### src/design/ethernet_ipv4_header_parser_defines.svh
// Assertion macros for the Ethernet/IPv4 header parser.
`ifndef ETHERNET_IPV4_HEADER_PARSER_DEFINES_SVH
`define ETHERNET_IPV4_HEADER_PARSER_DEFINES_SVH

// Same-cycle implication, disabled while in reset.
`define EIHP_ASSERT_NOW(name, clk_s, rst_s, pre, post, msg) \
    name: assert property (@(posedge clk_s) disable iff (!(rst_s)) (pre) |-> (post)) \
        else $error(msg);

// Next-cycle implication, disabled while in reset.
`define EIHP_ASSERT_NEXT(name, clk_s, rst_s, pre, post, msg) \
    name: assert property (@(posedge clk_s) disable iff (!(rst_s)) (pre) |=> (post)) \
        else $error(msg);

`endif

### src/design/eihp_pkg.sv
// Shared types and constants for the Ethernet/IPv4 header parser.
package eihp_pkg;

    localparam int POSITION_BITS_DEF = 11;

    localparam logic [15:0] ETH_ARP      = 16'h0806;
    localparam logic [15:0] ETH_IPV4     = 16'h0800;
    localparam logic [7:0]  PROTO_ICMP   = 8'd1;
    localparam logic [7:0]  PROTO_TCP    = 8'd6;
    localparam logic [7:0]  PROTO_UDP    = 8'd17;
    localparam logic [15:0] ARP_OP_REQ   = 16'h0001;
    localparam logic [15:0] ARP_OP_REPLY = 16'h0002;
    localparam logic [7:0]  ICMP_ECHO_REPLY = 8'd0;
    localparam logic [7:0]  ICMP_ECHO       = 8'd8;
    localparam logic [15:0] UDP_HDR_BYTES   = 16'd8;

    typedef enum logic [1:0] {
        FK_ARP   = 2'd0,
        FK_IPV4  = 2'd1,
        FK_OTHER = 2'd2
    } frame_kind_t;

    typedef enum logic [1:0] {
        L4_ICMP  = 2'd0,
        L4_TCP   = 2'd1,
        L4_UDP   = 2'd2,
        L4_OTHER = 2'd3
    } l4_kind_t;

    typedef enum logic [1:0] {
        ICMP_REPLY    = 2'd0,
        ICMP_REQUEST  = 2'd1,
        ICMP_OTHER    = 2'd2,
        ICMP_NONE     = 2'd3
    } icmp_kind_t;

    typedef enum logic [1:0] {
        ARP_REQUEST = 2'd0,
        ARP_REPLY   = 2'd1,
        ARP_UNKNOWN = 2'd2,
        ARP_NONE    = 2'd3
    } arp_op_kind_t;

    // Header fields captured so far in the current frame.
    typedef struct packed {
        logic [47:0] dst_mac;
        logic [47:0] src_mac;
        logic [15:0] ether_type;
        logic [3:0]  ihl;
        logic [15:0] total_len;
        logic [7:0]  protocol;
        logic [3:0]  thl;
        logic [15:0] udp_len;
        logic [31:0] addr0;
        logic [31:0] addr1;
        logic [15:0] port0;
        logic [15:0] port1;
        logic [15:0] small_fields;   // [15:8] ICMP type, [7:0] TCP byte 13
    } cap_t;

    // One frame summary.
    typedef struct packed {
        frame_kind_t  frame_kind;
        logic [47:0]  dst_mac;
        logic [47:0]  src_mac;
        l4_kind_t     l4_kind;
        logic [31:0]  src_addr;
        logic [31:0]  dst_addr;
        logic [15:0]  src_port;
        logic [15:0]  dst_port;
        logic [5:0]   tcp_flags;
        icmp_kind_t   icmp_kind;
        arp_op_kind_t arp_op_kind;
        logic [15:0]  payload_length;
    } summary_t;

endpackage

### src/design/eihp_byte_if.sv
// Byte stream channel: one frame byte and an end-of-frame mark per beat.
interface eihp_byte_if;
    logic       valid;
    logic       ready;
    logic [7:0] data_byte;
    logic       last_byte;

    modport source (output valid, data_byte, last_byte, input ready);
    modport sink   (input valid, data_byte, last_byte, output ready);
endinterface

### src/design/eihp_summary_if.sv
// Summary channel: one parsed header summary per beat.
interface eihp_summary_if;
    logic        valid;
    logic        ready;
    logic [1:0]  frame_kind;
    logic [47:0] dst_mac;
    logic [47:0] src_mac;
    logic [1:0]  l4_kind;
    logic [31:0] src_addr;
    logic [31:0] dst_addr;
    logic [15:0] src_port;
    logic [15:0] dst_port;
    logic [5:0]  tcp_flags;
    logic [1:0]  icmp_kind;
    logic [1:0]  arp_op_kind;
    logic [15:0] payload_length;

    modport source (output valid, frame_kind, dst_mac, src_mac, l4_kind, src_addr,
                    dst_addr, src_port, dst_port, tcp_flags, icmp_kind, arp_op_kind,
                    payload_length, input ready);
    modport sink   (input valid, frame_kind, dst_mac, src_mac, l4_kind, src_addr,
                    dst_addr, src_port, dst_port, tcp_flags, icmp_kind, arp_op_kind,
                    payload_length, output ready);
endinterface

### src/design/eihp_capture.sv
// Byte position counter and header field capture registers.
module eihp_capture #(
    parameter int POSITION_BITS = eihp_pkg::POSITION_BITS_DEF
) (
    input  logic           clk,
    input  logic           rst_n,
    input  logic           step,
    input  logic [7:0]     data_byte,
    input  logic           last_byte,
    output eihp_pkg::cap_t cap_next
);

    localparam logic [POSITION_BITS-1:0] POS_MAX = {POSITION_BITS{1'b1}};

    logic [POSITION_BITS-1:0] pos_reg;
    logic [POSITION_BITS-1:0] pos_next;
    eihp_pkg::cap_t           cap_reg;

    logic [3:0]               ihl_eff;
    logic [POSITION_BITS-1:0] l4_base;
    logic [POSITION_BITS-1:0] l4_off;
    logic                     l4_in;

    // IHL written by byte 14 already places layer 4 for byte 14 itself.
    assign ihl_eff = (pos_reg == POSITION_BITS'(14)) ? data_byte[3:0] : cap_reg.ihl;
    assign l4_base = POSITION_BITS'(14) + POSITION_BITS'({ihl_eff, 2'b00});
    assign l4_in   = (pos_reg >= l4_base);
    assign l4_off  = pos_reg - l4_base;

    always_comb
    begin
        cap_next = cap_reg;
        if (pos_reg < POSITION_BITS'(6))
        begin
            cap_next.dst_mac = {cap_reg.dst_mac[39:0], data_byte};
        end
        else if (pos_reg < POSITION_BITS'(12))
        begin
            cap_next.src_mac = {cap_reg.src_mac[39:0], data_byte};
        end
        else if (pos_reg < POSITION_BITS'(14))
        begin
            cap_next.ether_type = {cap_reg.ether_type[7:0], data_byte};
        end
        else if (pos_reg != POS_MAX)
        begin
            if (cap_reg.ether_type == eihp_pkg::ETH_ARP)
            begin
                if (pos_reg == POSITION_BITS'(20) || pos_reg == POSITION_BITS'(21))
                begin
                    cap_next.port0 = {cap_reg.port0[7:0], data_byte};
                end
                if (pos_reg >= POSITION_BITS'(28) && pos_reg <= POSITION_BITS'(31))
                begin
                    cap_next.addr0 = {cap_reg.addr0[23:0], data_byte};
                end
                if (pos_reg >= POSITION_BITS'(38) && pos_reg <= POSITION_BITS'(41))
                begin
                    cap_next.addr1 = {cap_reg.addr1[23:0], data_byte};
                end
            end
            else if (cap_reg.ether_type == eihp_pkg::ETH_IPV4)
            begin
                if (pos_reg == POSITION_BITS'(14))
                begin
                    cap_next.ihl = ihl_eff;
                end
                if (pos_reg == POSITION_BITS'(16) || pos_reg == POSITION_BITS'(17))
                begin
                    cap_next.total_len = {cap_reg.total_len[7:0], data_byte};
                end
                if (pos_reg == POSITION_BITS'(23))
                begin
                    cap_next.protocol = data_byte;
                end
                if (pos_reg >= POSITION_BITS'(26) && pos_reg <= POSITION_BITS'(29))
                begin
                    cap_next.addr0 = {cap_reg.addr0[23:0], data_byte};
                end
                if (pos_reg >= POSITION_BITS'(30) && pos_reg <= POSITION_BITS'(33))
                begin
                    cap_next.addr1 = {cap_reg.addr1[23:0], data_byte};
                end
                // Layer-4 bytes, captured whatever the protocol.
                if (l4_in)
                begin
                    if (l4_off == POSITION_BITS'(0))
                    begin
                        cap_next.small_fields[15:8] = data_byte;
                    end
                    if (l4_off == POSITION_BITS'(0) || l4_off == POSITION_BITS'(1))
                    begin
                        cap_next.port0 = {cap_reg.port0[7:0], data_byte};
                    end
                    if (l4_off == POSITION_BITS'(2) || l4_off == POSITION_BITS'(3))
                    begin
                        cap_next.port1 = {cap_reg.port1[7:0], data_byte};
                    end
                    if (l4_off == POSITION_BITS'(4) || l4_off == POSITION_BITS'(5))
                    begin
                        cap_next.udp_len = {cap_reg.udp_len[7:0], data_byte};
                    end
                    if (l4_off == POSITION_BITS'(12))
                    begin
                        cap_next.thl = data_byte[7:4];
                    end
                    if (l4_off == POSITION_BITS'(13))
                    begin
                        cap_next.small_fields[7:0] = data_byte;
                    end
                end
            end
        end
    end

    always_comb
    begin
        if (last_byte)
        begin
            pos_next = '0;
        end
        else if (pos_reg != POS_MAX)
        begin
            pos_next = pos_reg + POSITION_BITS'(1);
        end
        else
        begin
            pos_next = pos_reg;
        end
    end

    always_ff @(posedge clk or negedge rst_n)
    begin
        if (!rst_n)
        begin
            pos_reg <= '0;
            cap_reg <= '0;
        end
        else if (step)
        begin
            pos_reg <= pos_next;
            cap_reg <= last_byte ? '0 : cap_next;
        end
    end

endmodule

### src/design/eihp_summary.sv
// Frame summary decode from the captured header fields.
module eihp_summary (
    input  eihp_pkg::cap_t     cap,
    output eihp_pkg::summary_t res
);

    logic [16:0] tcp_hdr_bytes;
    logic [16:0] tcp_diff;
    logic [16:0] udp_diff;

    assign tcp_hdr_bytes = 17'({cap.ihl, 2'b00}) + 17'({cap.thl, 2'b00});
    assign tcp_diff      = {1'b0, cap.total_len} - tcp_hdr_bytes;
    assign udp_diff      = {1'b0, cap.udp_len} - {1'b0, eihp_pkg::UDP_HDR_BYTES};

    always_comb
    begin
        res                = '0;
        res.dst_mac        = cap.dst_mac;
        res.src_mac        = cap.src_mac;
        res.l4_kind        = eihp_pkg::L4_OTHER;
        res.icmp_kind      = eihp_pkg::ICMP_NONE;
        res.arp_op_kind    = eihp_pkg::ARP_NONE;

        if (cap.ether_type == eihp_pkg::ETH_ARP)
        begin
            res.frame_kind = eihp_pkg::FK_ARP;
            res.src_addr   = cap.addr0;
            res.dst_addr   = cap.addr1;
            if (cap.port0 == eihp_pkg::ARP_OP_REQ)
            begin
                res.arp_op_kind = eihp_pkg::ARP_REQUEST;
            end
            else if (cap.port0 == eihp_pkg::ARP_OP_REPLY)
            begin
                res.arp_op_kind = eihp_pkg::ARP_REPLY;
            end
            else
            begin
                res.arp_op_kind = eihp_pkg::ARP_UNKNOWN;
            end
        end
        else if (cap.ether_type == eihp_pkg::ETH_IPV4)
        begin
            res.frame_kind = eihp_pkg::FK_IPV4;
            res.src_addr   = cap.addr0;
            res.dst_addr   = cap.addr1;
            if (cap.protocol == eihp_pkg::PROTO_ICMP)
            begin
                res.l4_kind = eihp_pkg::L4_ICMP;
                if (cap.small_fields[15:8] == eihp_pkg::ICMP_ECHO_REPLY)
                begin
                    res.icmp_kind = eihp_pkg::ICMP_REPLY;
                end
                else if (cap.small_fields[15:8] == eihp_pkg::ICMP_ECHO)
                begin
                    res.icmp_kind = eihp_pkg::ICMP_REQUEST;
                end
                else
                begin
                    res.icmp_kind = eihp_pkg::ICMP_OTHER;
                end
            end
            else if (cap.protocol == eihp_pkg::PROTO_TCP)
            begin
                res.l4_kind   = eihp_pkg::L4_TCP;
                res.src_port  = cap.port0;
                res.dst_port  = cap.port1;
                res.tcp_flags = cap.small_fields[5:0];
                // Borrow out of the subtract means the header exceeds the length.
                res.payload_length = tcp_diff[16] ? 16'd0 : tcp_diff[15:0];
            end
            else if (cap.protocol == eihp_pkg::PROTO_UDP)
            begin
                res.l4_kind  = eihp_pkg::L4_UDP;
                res.src_port = cap.port0;
                res.dst_port = cap.port1;
                res.payload_length = udp_diff[16] ? 16'd0 : udp_diff[15:0];
            end
        end
        else
        begin
            res.frame_kind = eihp_pkg::FK_OTHER;
        end
    end

endmodule

### src/design/ethernet_ipv4_header_parser.sv
// Ethernet/ARP/IPv4/TCP/UDP header parser, top level.
// Throughput: one frame byte per cycle; a closing byte waits in the input register while
// the previous summary is still untaken, which stalls the byte input.
// A closing byte passes through the input register, then the capture update and summary decode
// into the result register.
// Reset (rst_n, async, active low) clears the byte position, captured fields and valid flags.
`include "ethernet_ipv4_header_parser_defines.svh"

module ethernet_ipv4_header_parser #(
    parameter int POSITION_BITS = eihp_pkg::POSITION_BITS_DEF
) (
    input  logic           clk,
    input  logic           rst_n,
    eihp_byte_if.sink      frame,
    eihp_summary_if.source summary
);

    // Input register stage: holds one byte beat.
    logic       in_valid_reg;
    logic       in_valid_next;
    logic [7:0] in_byte_reg;
    logic       in_last_reg;

    // Result register stage: holds one pending summary.
    logic               out_valid_reg;
    logic               out_valid_next;
    eihp_pkg::summary_t out_reg;

    eihp_pkg::cap_t     cap_next;
    eihp_pkg::summary_t sum_next;

    logic out_free;
    logic advance;
    logic emit;

    // A byte leaves the input register unless it closes a frame while an
    // untaken summary still occupies the result register.
    assign out_free = !out_valid_reg || summary.ready;
    assign advance  = in_valid_reg && (!in_last_reg || out_free);
    assign emit     = advance && in_last_reg;

    assign frame.ready = !in_valid_reg || advance;

    eihp_capture #(
        .POSITION_BITS (POSITION_BITS)
    ) u_capture (
        .clk       (clk),
        .rst_n     (rst_n),
        .step      (advance),
        .data_byte (in_byte_reg),
        .last_byte (in_last_reg),
        .cap_next  (cap_next)
    );

    // Decode from the fields as updated by the closing byte.
    eihp_summary u_summary (
        .cap (cap_next),
        .res (sum_next)
    );

    always_comb
    begin
        if (frame.valid && frame.ready)
        begin
            in_valid_next = 1'b1;
        end
        else if (advance)
        begin
            in_valid_next = 1'b0;
        end
        else
        begin
            in_valid_next = in_valid_reg;
        end
    end

    always_comb
    begin
        if (emit)
        begin
            out_valid_next = 1'b1;
        end
        else if (summary.ready)
        begin
            out_valid_next = 1'b0;
        end
        else
        begin
            out_valid_next = out_valid_reg;
        end
    end

    always_ff @(posedge clk or negedge rst_n)
    begin
        if (!rst_n)
        begin
            in_valid_reg  <= 1'b0;
            out_valid_reg <= 1'b0;
        end
        else
        begin
            in_valid_reg  <= in_valid_next;
            out_valid_reg <= out_valid_next;
        end
    end

    // Payload registers, no reset.
    always_ff @(posedge clk)
    begin
        if (frame.valid && frame.ready)
        begin
            in_byte_reg <= frame.data_byte;
            in_last_reg <= frame.last_byte;
        end
        if (emit)
        begin
            out_reg <= sum_next;
        end
    end

    assign summary.valid          = out_valid_reg;
    assign summary.frame_kind     = out_reg.frame_kind;
    assign summary.dst_mac        = out_reg.dst_mac;
    assign summary.src_mac        = out_reg.src_mac;
    assign summary.l4_kind        = out_reg.l4_kind;
    assign summary.src_addr       = out_reg.src_addr;
    assign summary.dst_addr       = out_reg.dst_addr;
    assign summary.src_port       = out_reg.src_port;
    assign summary.dst_port       = out_reg.dst_port;
    assign summary.tcp_flags      = out_reg.tcp_flags;
    assign summary.icmp_kind      = out_reg.icmp_kind;
    assign summary.arp_op_kind    = out_reg.arp_op_kind;
    assign summary.payload_length = out_reg.payload_length;

    // A closing byte always produces a summary on the next cycle.
    `EIHP_ASSERT_NEXT(a_emit_shows, clk, rst_n, emit, out_valid_reg,
        "closing byte did not produce a summary")

    // A pending, untaken summary is never overwritten.
    `EIHP_ASSERT_NOW(a_no_overwrite, clk, rst_n, out_valid_reg && !summary.ready, !emit,
        "pending summary overwritten")

    // Frames of another ethertype carry no layer-3 or layer-4 content.
    `EIHP_ASSERT_NOW(a_other_empty, clk, rst_n,
        out_valid_reg && out_reg.frame_kind == eihp_pkg::FK_OTHER,
        out_reg.l4_kind == eihp_pkg::L4_OTHER && out_reg.src_addr == 32'd0 &&
        out_reg.arp_op_kind == eihp_pkg::ARP_NONE,
        "other-ethertype summary carries header content")

endmodule
### src/flat_wrapper.sv
// flat-port wrapper written by rule: the top's interface ports become plain ports
module ethernet_ipv4_header_parser_flat 
#(
    parameter int POSITION_BITS = eihp_pkg::POSITION_BITS_DEF
)
  (clk, rst_n, frame_valid, frame_data_byte, frame_last_byte, frame_ready, summary_valid, summary_frame_kind, summary_dst_mac, summary_src_mac, summary_l4_kind, summary_src_addr, summary_dst_addr, summary_src_port, summary_dst_port, summary_tcp_flags, summary_icmp_kind, summary_arp_op_kind, summary_payload_length, summary_ready);
  eihp_byte_if frame_i ();
  eihp_summary_if summary_i ();
  input  logic clk;
  input  logic rst_n;
  input wire logic [$bits(frame_i.valid)-1:0] frame_valid;
  input wire logic [$bits(frame_i.data_byte)-1:0] frame_data_byte;
  input wire logic [$bits(frame_i.last_byte)-1:0] frame_last_byte;
  output wire logic [$bits(frame_i.ready)-1:0] frame_ready;
  output wire logic [$bits(summary_i.valid)-1:0] summary_valid;
  output wire logic [$bits(summary_i.frame_kind)-1:0] summary_frame_kind;
  output wire logic [$bits(summary_i.dst_mac)-1:0] summary_dst_mac;
  output wire logic [$bits(summary_i.src_mac)-1:0] summary_src_mac;
  output wire logic [$bits(summary_i.l4_kind)-1:0] summary_l4_kind;
  output wire logic [$bits(summary_i.src_addr)-1:0] summary_src_addr;
  output wire logic [$bits(summary_i.dst_addr)-1:0] summary_dst_addr;
  output wire logic [$bits(summary_i.src_port)-1:0] summary_src_port;
  output wire logic [$bits(summary_i.dst_port)-1:0] summary_dst_port;
  output wire logic [$bits(summary_i.tcp_flags)-1:0] summary_tcp_flags;
  output wire logic [$bits(summary_i.icmp_kind)-1:0] summary_icmp_kind;
  output wire logic [$bits(summary_i.arp_op_kind)-1:0] summary_arp_op_kind;
  output wire logic [$bits(summary_i.payload_length)-1:0] summary_payload_length;
  input wire logic [$bits(summary_i.ready)-1:0] summary_ready;
  assign frame_i.valid = frame_valid;
  assign frame_i.data_byte = frame_data_byte;
  assign frame_i.last_byte = frame_last_byte;
  assign frame_ready = frame_i.ready;
  assign summary_valid = summary_i.valid;
  assign summary_frame_kind = summary_i.frame_kind;
  assign summary_dst_mac = summary_i.dst_mac;
  assign summary_src_mac = summary_i.src_mac;
  assign summary_l4_kind = summary_i.l4_kind;
  assign summary_src_addr = summary_i.src_addr;
  assign summary_dst_addr = summary_i.dst_addr;
  assign summary_src_port = summary_i.src_port;
  assign summary_dst_port = summary_i.dst_port;
  assign summary_tcp_flags = summary_i.tcp_flags;
  assign summary_icmp_kind = summary_i.icmp_kind;
  assign summary_arp_op_kind = summary_i.arp_op_kind;
  assign summary_payload_length = summary_i.payload_length;
  assign summary_i.ready = summary_ready;
  ethernet_ipv4_header_parser #(.POSITION_BITS(POSITION_BITS)) u_core (.clk(clk), .rst_n(rst_n), .frame(frame_i), .summary(summary_i));
endmodule
### config.mk
export PLATFORM = sky130hd
export DESIGN_NAME = ethernet_ipv4_header_parser_flat
export DESIGN_NICKNAME = d
export VERILOG_FILES = /design/src/design/eihp_pkg.sv /design/src/design/eihp_byte_if.sv /design/src/design/eihp_summary_if.sv /design/src/design/eihp_capture.sv /design/src/design/eihp_summary.sv /design/src/design/ethernet_ipv4_header_parser.sv /design/src/flat_wrapper.sv
export VERILOG_INCLUDE_DIRS = /design/src /design/src/design
export SDC_FILE = /design/constraint.sdc
export NUM_CORES = 1
export LEC_CHECK = 0
export BUFFER_PORTS_ARGS = -buffer_cell sky130_fd_sc_hd__buf_2
export CAP_MARGIN = 20
export CORE_MARGIN = 8
export CORE_UTILIZATION = 40
export CTS_BUF_LIST = sky130_fd_sc_hd__clkbuf_8
export DETAILED_ROUTE_END_ITERATION = 12
export SLEW_MARGIN = 20
export SYNTH_ARGS = -nofsm -noshare
export SYNTH_HDL_FRONTEND = slang
export SYNTH_HIERARCHICAL = 1
export SYNTH_SLANG_ARGS = --single-unit
### constraint.sdc
create_clock -name clk -period 10.1 [get_ports clk]
set_input_delay 0 -clock clk [delete_from_list [all_inputs] [get_ports clk]]
set_output_delay 0 -clock clk [all_outputs]
set_load 0.05 [all_outputs]
==> run metrics <==
status complete, no violations; setup slack after layout 2910 ps; clock share of power 0.356; Syn Nets 2271; clk slew on worst S/H paths about 50 ps; Comb pwr share 0.163; Pre-antenna DRT Iters 6; mapped cell area approximately 26000 um2; post-route ant nets 0; WL/cell 21.5 um; # rows 94; Final Hold Viols 0; final core occ 0.448; Slew @ Worst Pin ~1000 ps; core area ~65000 um2; DP Worst Slack 2930 ps; hpwl dp around 44 mm; setup clock skew after layout about 33 ps; internal power between 3 and 4 mW; beginning of the worst register-to-register path u_core/u_capture/pos_reg[4]$_DFFE_PN0P_; most common cell after layout, fill and taps aside dfrtp_1; Critical path buffers and inverters 0; Critical Path Source u_core/u_capture/pos_reg[4]$_DFFE_PN0P_; switching power 1.54 mW; HP Start frame_data_byte[1]; pin count of the biggest net entering global routing around 150; critical path required time between 10000 and 15000 ps; Post-Synthesis Cells between 2000 and 2500; Area growth syn-to-layout 11.5%; # setup viols final 0; # clock sinks between 500 and 600; Leakage Power approximately 12 nW; hold_ws ~110 ps; Die ar. 74200 um2; Avg Inst Size Synth about 12 um2; Nets 2381; drt first-iter violations 1485; worst-path fanout max 24; final period utilization 0.712; initial antenna violation count 3; warnings from Yosys 6; crit path launch type register; PD cells 172 nW/um2; Max Fclk between 0.1 and 0.15 GHz; slowest stage delay, CP between 800 and 900 ps; CTS buffer count 91; max FFs per register 270; H-tree levels 3; clk buf depth 3; count of final max-slew check failures 0; CTS root buf clkbuf_8; maximum vdd drop ~0.000076 V; critical-path cell list nor4_1, nand2_1, or3_1, mux2i_1, ha_1, or2_2, ha_1, nand3_1, and4_1, a211oi_2, nand4_1, or2_1, mux2_2, or3_1, nor2_2, a31oi_4, a22oi_1, nor2_1; first-pass GRT wire length between 100 and 150 mm; slowest stage cell on the critical path or2_1; Die Y between 200 and 300 um; Relative slew margins 0.294; crit path DAT 7610 ps; vias per cell 5.57; final setup TNS 0 ps; vias in the first global route around 18000; via count 18305; final wirelength between 70 and 80 mm; Tmin final approximately 7000 ps; most frequent cells in the layout 283 x dfrtp_1, 235 x buf_2, 231 x edfxtp_1; starting density of the core 0.402; die width about 270 um; sw frac 0.305; worst setup path class register to register; layout cells sized above 1 0.263; total grt overflow 0; Skew-Pair Late Insertion Delay a little under 700 ps; Boundary Pins 237; max-cap violations 0; CP endpoint kind register; TritonCTS clock tree built; Placed Instance Area about 27000 um2; placer's final routability congestion estimate 0.862; # port buffers about 240; unrepaired setup endpoints after global routing false; drt drc 0; Hold WC Path Type input pin to register; crit-path leading delay family simple AND/OR/NAND/NOR gates; finished layout cell area between 20000 and 30000 um2; post-CTS setup buffers 0; Sequential Power Share 0.481; Layout fillers ~6100; GRT Total Usage 0.184
==> per-layer routing <==
layer  global-route usage  part of all wire  vias to the layer above
met5                    0                 0                        -
met4               0.0659             0.026                        0
met3               0.0325             0.056                      110
met2                0.295              0.48                      529
met1                0.249              0.44                     9184
li1                     -                 -                     8482
==> through the flow <==
step | instances | power (mW)
finish | 3285 | 5.05
global route | 3284 | 5.29
CTS | 3283 | 5.12
detailed placement | 3092 | 3.29
global placement | 3091 | 3.26
floorplan | 2234 | 3.07
==> cell type report <==
| class | instances | area (um2) | area share |
|---|---|---|---|
| multi-input combinational | 1394 | 10600 | 0.362 |
| clock inverter | 71 | 347 | 0.0118 |
| antenna | 2 | 5.00 | 0.000171 |
| sequential | 514 | 14000 | 0.478 |
| inverter | 49 | 191 | 0.00653 |
| clock buffer | 97 | 1340 | 0.0455 |
| timing repair buffer | 294 | 1720 | 0.0587 |
| tap | 864 | 1080 | 0.0369 |
==> worst reg2reg max path: cells and delay by family (launching register included) <==
kind	cells	cell delay, ps
AO/OA/AOI/OAI	3	890
adder cells (fa/ha/maj)	2	770
flip-flops	1	490
multiplexers	2	670
AND/OR/NAND/NOR	11	4080
==> repair_timing <==
action,4_1_cts,5_1_grt
hold endpoints to repair,119,0
hold buffers,23,0
resized for setup,0,0
==> path summary, 6_finish.rpt <==
check / to / depth (start not counted) / slack, ps
worst min-delay path: u_core/in_byte_reg[1]$_DFFE_PP_ / 2 / 110
min in group asynchronous: u_core/u_capture/cap_reg[240]$_DFFE_PN0P_ / 3 / 420
worst min register to register: u_core/u_capture/cap_reg[74]$_DFFE_PN0P_ / 2 / 490
worst max register to register: u_core/summary.payload_length[0]$_DFFE_PP_ / 18 / 2910
worst max-delay path: u_core/summary.payload_length[0]$_DFFE_PP_ / 18 / 2910
max in group asynchronous: u_core/u_capture/cap_reg[79]$_DFFE_PN0P_ / 5 / 7790
==> power by group through the flow <==
stage | combinational (mW) | sequential (mW) | clock [mW]
3_5_place_dp | 0.816 | 2.47 | 0
5_1_grt | 0.894 | 2.45 | 1.95
3_3_place_gp | 0.799 | 2.47 | 0
6_report | 0.823 | 2.43 | 1.80
4_1_cts | 0.828 | 2.43 | 1.86
2_1_floorplan | 0.457 | 2.61 | 0
Note: power is estimated with default switching activity, not from simulation.
